### config.mk
export PLATFORM = sky130hd
export DESIGN_NAME = tpqe_ctrl
export DESIGN_NICKNAME = d
export VERILOG_FILES = /design/src/tpqe_pkg.sv /design/src/tpqe_ctrl.sv
export SDC_FILE = /design/constraint.sdc
export NUM_CORES = 1
export LEC_CHECK = 0
export BUFFER_PORTS_ARGS = -buffer_cell sky130_fd_sc_hd__buf_2
export CAP_MARGIN = 25
export CORE_AREA = 5 5 42 44
export DETAILED_ROUTE_END_ITERATION = 8
export DIE_AREA = 0 0 47 49
export SYNTH_ARGS = -nofsm -noshare
export SYNTH_HDL_FRONTEND = slang
export SYNTH_SLANG_ARGS = --single-unit
export TNS_END_PERCENT = 10
### constraint.sdc
create_clock -name clock -period 1.34 [get_ports clock]
set_clock_uncertainty 0.05 [all_clocks]
set_input_delay 0.134 -clock clock [delete_from_list [all_inputs] [get_ports clock]]
set_output_delay 0.134 -clock clock [all_outputs]
set_load 0.005 [all_outputs]
### src/tpqe_pkg.sv
// shared types and constants for the thick polyline quad expander
package tpqe_pkg;

   localparam int COORD_BITS_DEF = 24;
   localparam int FRAC_BITS_DEF  = 8;

   localparam logic [15:0] LINE_WIDTH_RESET = 16'd1024;

   // configuration register indexes
   localparam logic [1:0] CSR_LINE_WIDTH  = 2'd0;
   localparam logic [1:0] CSR_CLOSED_LOOP = 2'd1;

   typedef enum logic [3:0] {
      S_IDLE,
      S_PICK,
      S_NORM,
      S_SQY,
      S_SQRT,
      S_DIVX,
      S_DIVY,
      S_EMIT
   } state_type;

   typedef enum logic [3:0] {
      CMD_NONE,
      CMD_ACCEPT,
      CMD_LOAD1,
      CMD_LOAD2,
      CMD_NORM,
      CMD_SQX,
      CMD_SQY,
      CMD_SQRT,
      CMD_DIVX_INIT,
      CMD_DIV,
      CMD_DIVY_INIT,
      CMD_DIV_FIN,
      CMD_EMIT
   } cmd_type;

   typedef struct packed {
      logic seg1_pend;
      logic seg2_pend;
      logic norm_done;
      logic sqrt_done;
      logic div_done;
      logic emit_end;
      logic rsp_free;
   } status_type;

endpackage

### src/tpqe_ctrl.sv
// sequencing state machine for the quad expander
module tpqe_ctrl
   import tpqe_pkg::*;
(
   input  logic       clock,
   input  logic       reset,
   input  logic       req_valid,
   output logic       req_ready,
   input  status_type status,
   output cmd_type    cmd
);

   state_type state_ff, state_in;

   // state register
   always_ff @(posedge clock) begin
      if (reset) begin
         state_ff <= S_IDLE;
      end else begin
         state_ff <= state_in;
      end
   end

   // next state
   always_comb begin
      state_in = state_ff;
      unique case (state_ff)
         S_IDLE: if (req_valid) state_in = S_PICK;
         S_PICK: begin
            if (status.seg1_pend || status.seg2_pend) state_in = S_NORM;
            else state_in = S_IDLE;
         end
         S_NORM: if (status.norm_done) state_in = S_SQY;
         S_SQY:  state_in = S_SQRT;
         S_SQRT: if (status.sqrt_done) state_in = S_DIVX;
         S_DIVX: if (status.div_done) state_in = S_DIVY;
         S_DIVY: if (status.div_done) state_in = S_EMIT;
         S_EMIT: if (status.rsp_free && status.emit_end) state_in = S_PICK;
         default: state_in = S_IDLE;
      endcase
   end

   // command outputs
   always_comb begin
      cmd = CMD_NONE;
      req_ready = 1'b0;
      unique case (state_ff)
         S_IDLE: begin
            req_ready = 1'b1;
            if (req_valid) cmd = CMD_ACCEPT;
         end
         S_PICK: begin
            if (status.seg1_pend) cmd = CMD_LOAD1;
            else if (status.seg2_pend) cmd = CMD_LOAD2;
         end
         S_NORM: cmd = status.norm_done ? CMD_SQX : CMD_NORM;
         S_SQY:  cmd = CMD_SQY;
         S_SQRT: cmd = status.sqrt_done ? CMD_DIVX_INIT : CMD_SQRT;
         S_DIVX: cmd = status.div_done ? CMD_DIVY_INIT : CMD_DIV;
         S_DIVY: cmd = status.div_done ? CMD_DIV_FIN : CMD_DIV;
         S_EMIT: if (status.rsp_free) cmd = CMD_EMIT;
         default: cmd = CMD_NONE;
      endcase
   end

endmodule

# --- Word level (Yosys, flattened, before mapping) ---
# Cells that the tools add are included.
word_totals:
  in_bits: 10
  register_bits: 4
classes:
  n_eq_ne: 13
  mux: 18
  reduce_logical: 4
ops:
  columns: ["op", "count"]
  rows:
  - ["case mux 4 bit (8 select lines)", 2]
  - ["2-to-1 mux 4 bit", 8]
  - ["== test 4 x 3 -> 1 bit (second input constant)", 4]
  - ["inequality test 2 bit (second input constant)", 6]
  - ["2-to-1 mux 2 bit", 5]
  - ["== test 4 x 2 -> 1 bit (second input constant)", 2]
  - ["AND reduction 6 bit", 1]
  - ["== test 4 x 1 -> 1 bit (second input constant)", 1]
  - ["logical NOT 4 bit", 1]
  - ["2-to-1 mux 1 bit", 3]
  - ["logical AND 1 bit", 1]
  - ["logical OR 1 bit", 1]

# --- Logic depth before layout (Yosys ltp) ---
depth:
  depth_word: 3
  mapped_depth: 5
  ltp_nobuf: 4

# --- Worst setup path before layout ---
# OpenSTA, ideal clock, no wires.
synth_path:
  path_type: "reg2reg"
  from: "register state_ff[1]"
  to: "register state_ff[1]"
  path_stages_with_launch: 6
  slack_ns: 0.031
  setup_ns: 0.070
  arrival_ns: 1.189
  required_ns: 1.220
  path_cell_list: "dfxtp_1 buf_6 nor2_2 a32oi_1 or4b_1 a21oi_1"
synth_via:
  elab_chain_cells: 3
synth_lines:
  columns: ["element", "line", "text"]
  rows:
  - ["from (decl)", "tpqe_ctrl.sv:13", "state_type state_ff, state_in;"]
  - ["from (signal assigned)", "tpqe_ctrl.sv:20", "state_ff <= state_in;"]
  - ["== test 4 x 3 -> 1 bit, or another cell as far along", "tpqe_ctrl.sv:27", "unique case (state_ff)"]
  - ["inequality test 2 bit (no line)", null, null]
  - ["AND reduction 6 bit (no line)", null, null]
# Several ways; a longest one is shown, not always the timed one.
# A chain may end at the register's enable or synchronous reset.

# --- Worst setup path after layout ---
layout_path:
  from: "register state_ff[0]"
  to: "output port cmd[0]"
layout_via:
  elab_chain_cells: 2
layout_lines:
  columns: ["element", "line", "text"]
  rows:
  - ["== test 4 x 3 -> 1 bit, or another cell as far along", "tpqe_ctrl.sv:47", "unique case (state_ff)"]
  - ["case mux 4 bit (8 select lines) (*)", "tpqe_ctrl.sv:47", null]
  - ["to (decl)", "tpqe_ctrl.sv:10", "output cmd_type cmd"]
# Every way passes the cells marked *; elsewhere a longest branch is shown, timed or not.

==> flow_metrics.tcl <==
set metrics [dict create \
    postPlaceCellArea_sq_um 445 \
    dp.cells 79 \
    crit_fanout 4 \
    die_x_microns 47 \
    synth.distinct_cells 24 \
    yosys_register_bits 3 \
    die-area_sq_um 2300 \
    num_rows 14 \
    syn_inst 45 \
    slew_headroom 0.812 \
    cp-end-kind "output pin" \
    final.fill_count 163 \
    dp_hpwl_microns 754 \
    criticalPathCategory "reg2out" \
    grt_first_pass_wirelength_microns 1670 \
    cap_viol_max_count 0 \
    grt_max_degree 16 \
    yosysWarnings 0 \
    initial_core_util 0.237 \
    cts-buffers-inserted 3 \
    synth_nets 55 \
    routed_wl_microns 960 \
    antennaDiodeCount 0 \
    root_buffer "clkbuf_4" \
    drt_first_pass_iters 4 \
    wl_per_cell_microns 11.4 \
    top_regs "state_ff: 3 flops" \
    synth_area_sq_um 333 \
    drc 0 \
    die_h_microns 49 \
    pre_cts_ws_ps -55.5 \
    crit_required_ps 1160 \
    stdcell_count 84 \
    vias 422 \
    utilization 0.353 \
    hold_ws_ps 34.9 \
    layout_min_cycle_time_ps 1550 \
    antenna_left 0 \
    finalWorstSetupSlack_ps -210 \
    insertion_delay_ps 240 \
    track_usage 0.0999 \
    antenna_found_initial 0 \
    largest_register "state_ff" \
    worstSetupStartpointType "flip-flop" \
    worstHoldPathCells 2 \
    rsz0062_at_grt "true" \
    arrival_ps 1370 \
    io_buffers 14 \
    drive_above_1_share 0.515 \
    fin_area_sq_um 494 \
    clock.fmax_ghz 0.645 \
    largest_reg_flops 3 \
    cts_tree "yes" \
    reg2reg_slack_ps 0 \
    io-pin-count 15 \
    cts_max_level 1 \
    final_max_slew_viol_count 0 \
    finalCritPeriodShare 1.16 \
    routabilityCongestion 0.766 \
    drtIter0Drc 16 \
    via_per_inst 5.02 \
    cts_buffer_depth 2 \
    peakVddDrop_uv 321 \
    synth-seq-area-share 0.180 \
    cts-hold-fix-buffers 0 \
    worstMarginPinSlew_ps 279 \
    coreArea_sq_um 1400 \
    cts.sinks 3 \
    p_leak_nw 0.216 \
    power.density_nw_per_um2 960 \
    violations "setup timing" \
    syn_avg_cell_area_sq_um 7.40 \
    setup_viol 5 \
    grt_pass1_vias 406 \
    rr_worst_depth 4 \
    clk_pin_slew_ps 40 \
    min_path_type "in2reg" \
    status "finished with violations" \
    hold_viol 0 \
    area_delta_synth_final_pct 48.5 \
    grt-ovfl-total 0 \
    nNetsFinal 79 \
]
placed cells by master (no fill, tap or decap), drive strengths merged:
cell and count:
nand3 1, nand2 4, o2111ai 1, mux2 1, o311ai 1, a311oi 1, dfxtp 3, a21oi 4
inv 4, or4b 1, buf 23, o41ai 1, nor3 4, clkbuf 4, a32oi 1, nor2 3
mux4 1, nand2b 2, mux2i 1, o21ai 6, nand4 1
layout make-up:
class                   instances  area, sq um  share of cell area
clock buffers                   4         26.3              0.0532
inverters                       4         15.0              0.0304
multi-input cells              34          224               0.453
flip-flops and latches          3         63.8               0.129
well taps                      16         20.0              0.0405
repair buffers                 23          145               0.294
power by group:
part	switching (mW)	internal [mW]
sequential	0.0101	0.101
combinational	0.0914	0.109
clock	0.0512	0.112
total	0.153	0.322
routing by layer:
layer	track usage	share of wire
met1	0.118	0.45
met2	0.143	0.48
met3	0.0258	0.055
met4	0.0829	0.015
met5	0	0
cells by family after synthesis:
group,count (synthesis),share of synthesized area
AND/OR/NAND/NOR,16,0.248
multiplexers,3,0.132
AO/OA/AOI/OAI,15,0.282
flip-flops,3,0.180
buffers and inverters,8,0.158
critical path, stage by stage (launching register included):
cell and delay [ps]:
dfxtp_2 330, inv_2 60, mux4_2 480, mux2i_1 130, buf_2 130
through the flow:
step / TNS (ps) / total power, mW
after detailed placement: -95.9 / 0.293
after global routing: -1020 / 0.522
final: -531 / 0.474
after CTS: -693 / 0.471
after global placement: -67.0 / 0.291
after floorplan: 0 / 0.216
what timing repair did:
action | 4_1_cts | 5_1_grt
setup buffers | 1 | 0
resized for setup | 7 | 5
endpoints found under the setup margin | 6 | 7
pin swaps | 1 | 0
cell usage after synthesis (all sizes together):
library cell,number,area [sq um]
or4b,1,10.0
a32oi,1,8.76
o311ai,1,8.76
nand4,1,6.26
nand2b,2,12.5
nor2,3,13.8
buf,3,23.8
a311oi,1,8.76
nand3,1,5.00
mux2,1,11.3
nor3,4,20.0
o41ai,1,8.76
o21ai,6,30.0
o2111ai,1,8.76
mux4,1,22.5
dfxtp,3,60.1
a21oi,4,20.0
inv,4,15.0
mux2i,1,10.0
nand2,4,15.0
clkbuf,1,13.8
worst paths after layout:
kind,endpoint,from
setup / recovery,cmd[0],state_ff[0]
hold / removal,state_ff[0],reset
setup reg to reg,state_ff[1],state_ff[1]
hold reg to reg,state_ff[0],state_ff[2]
Note: power is estimated with default switching activity, not from simulation.
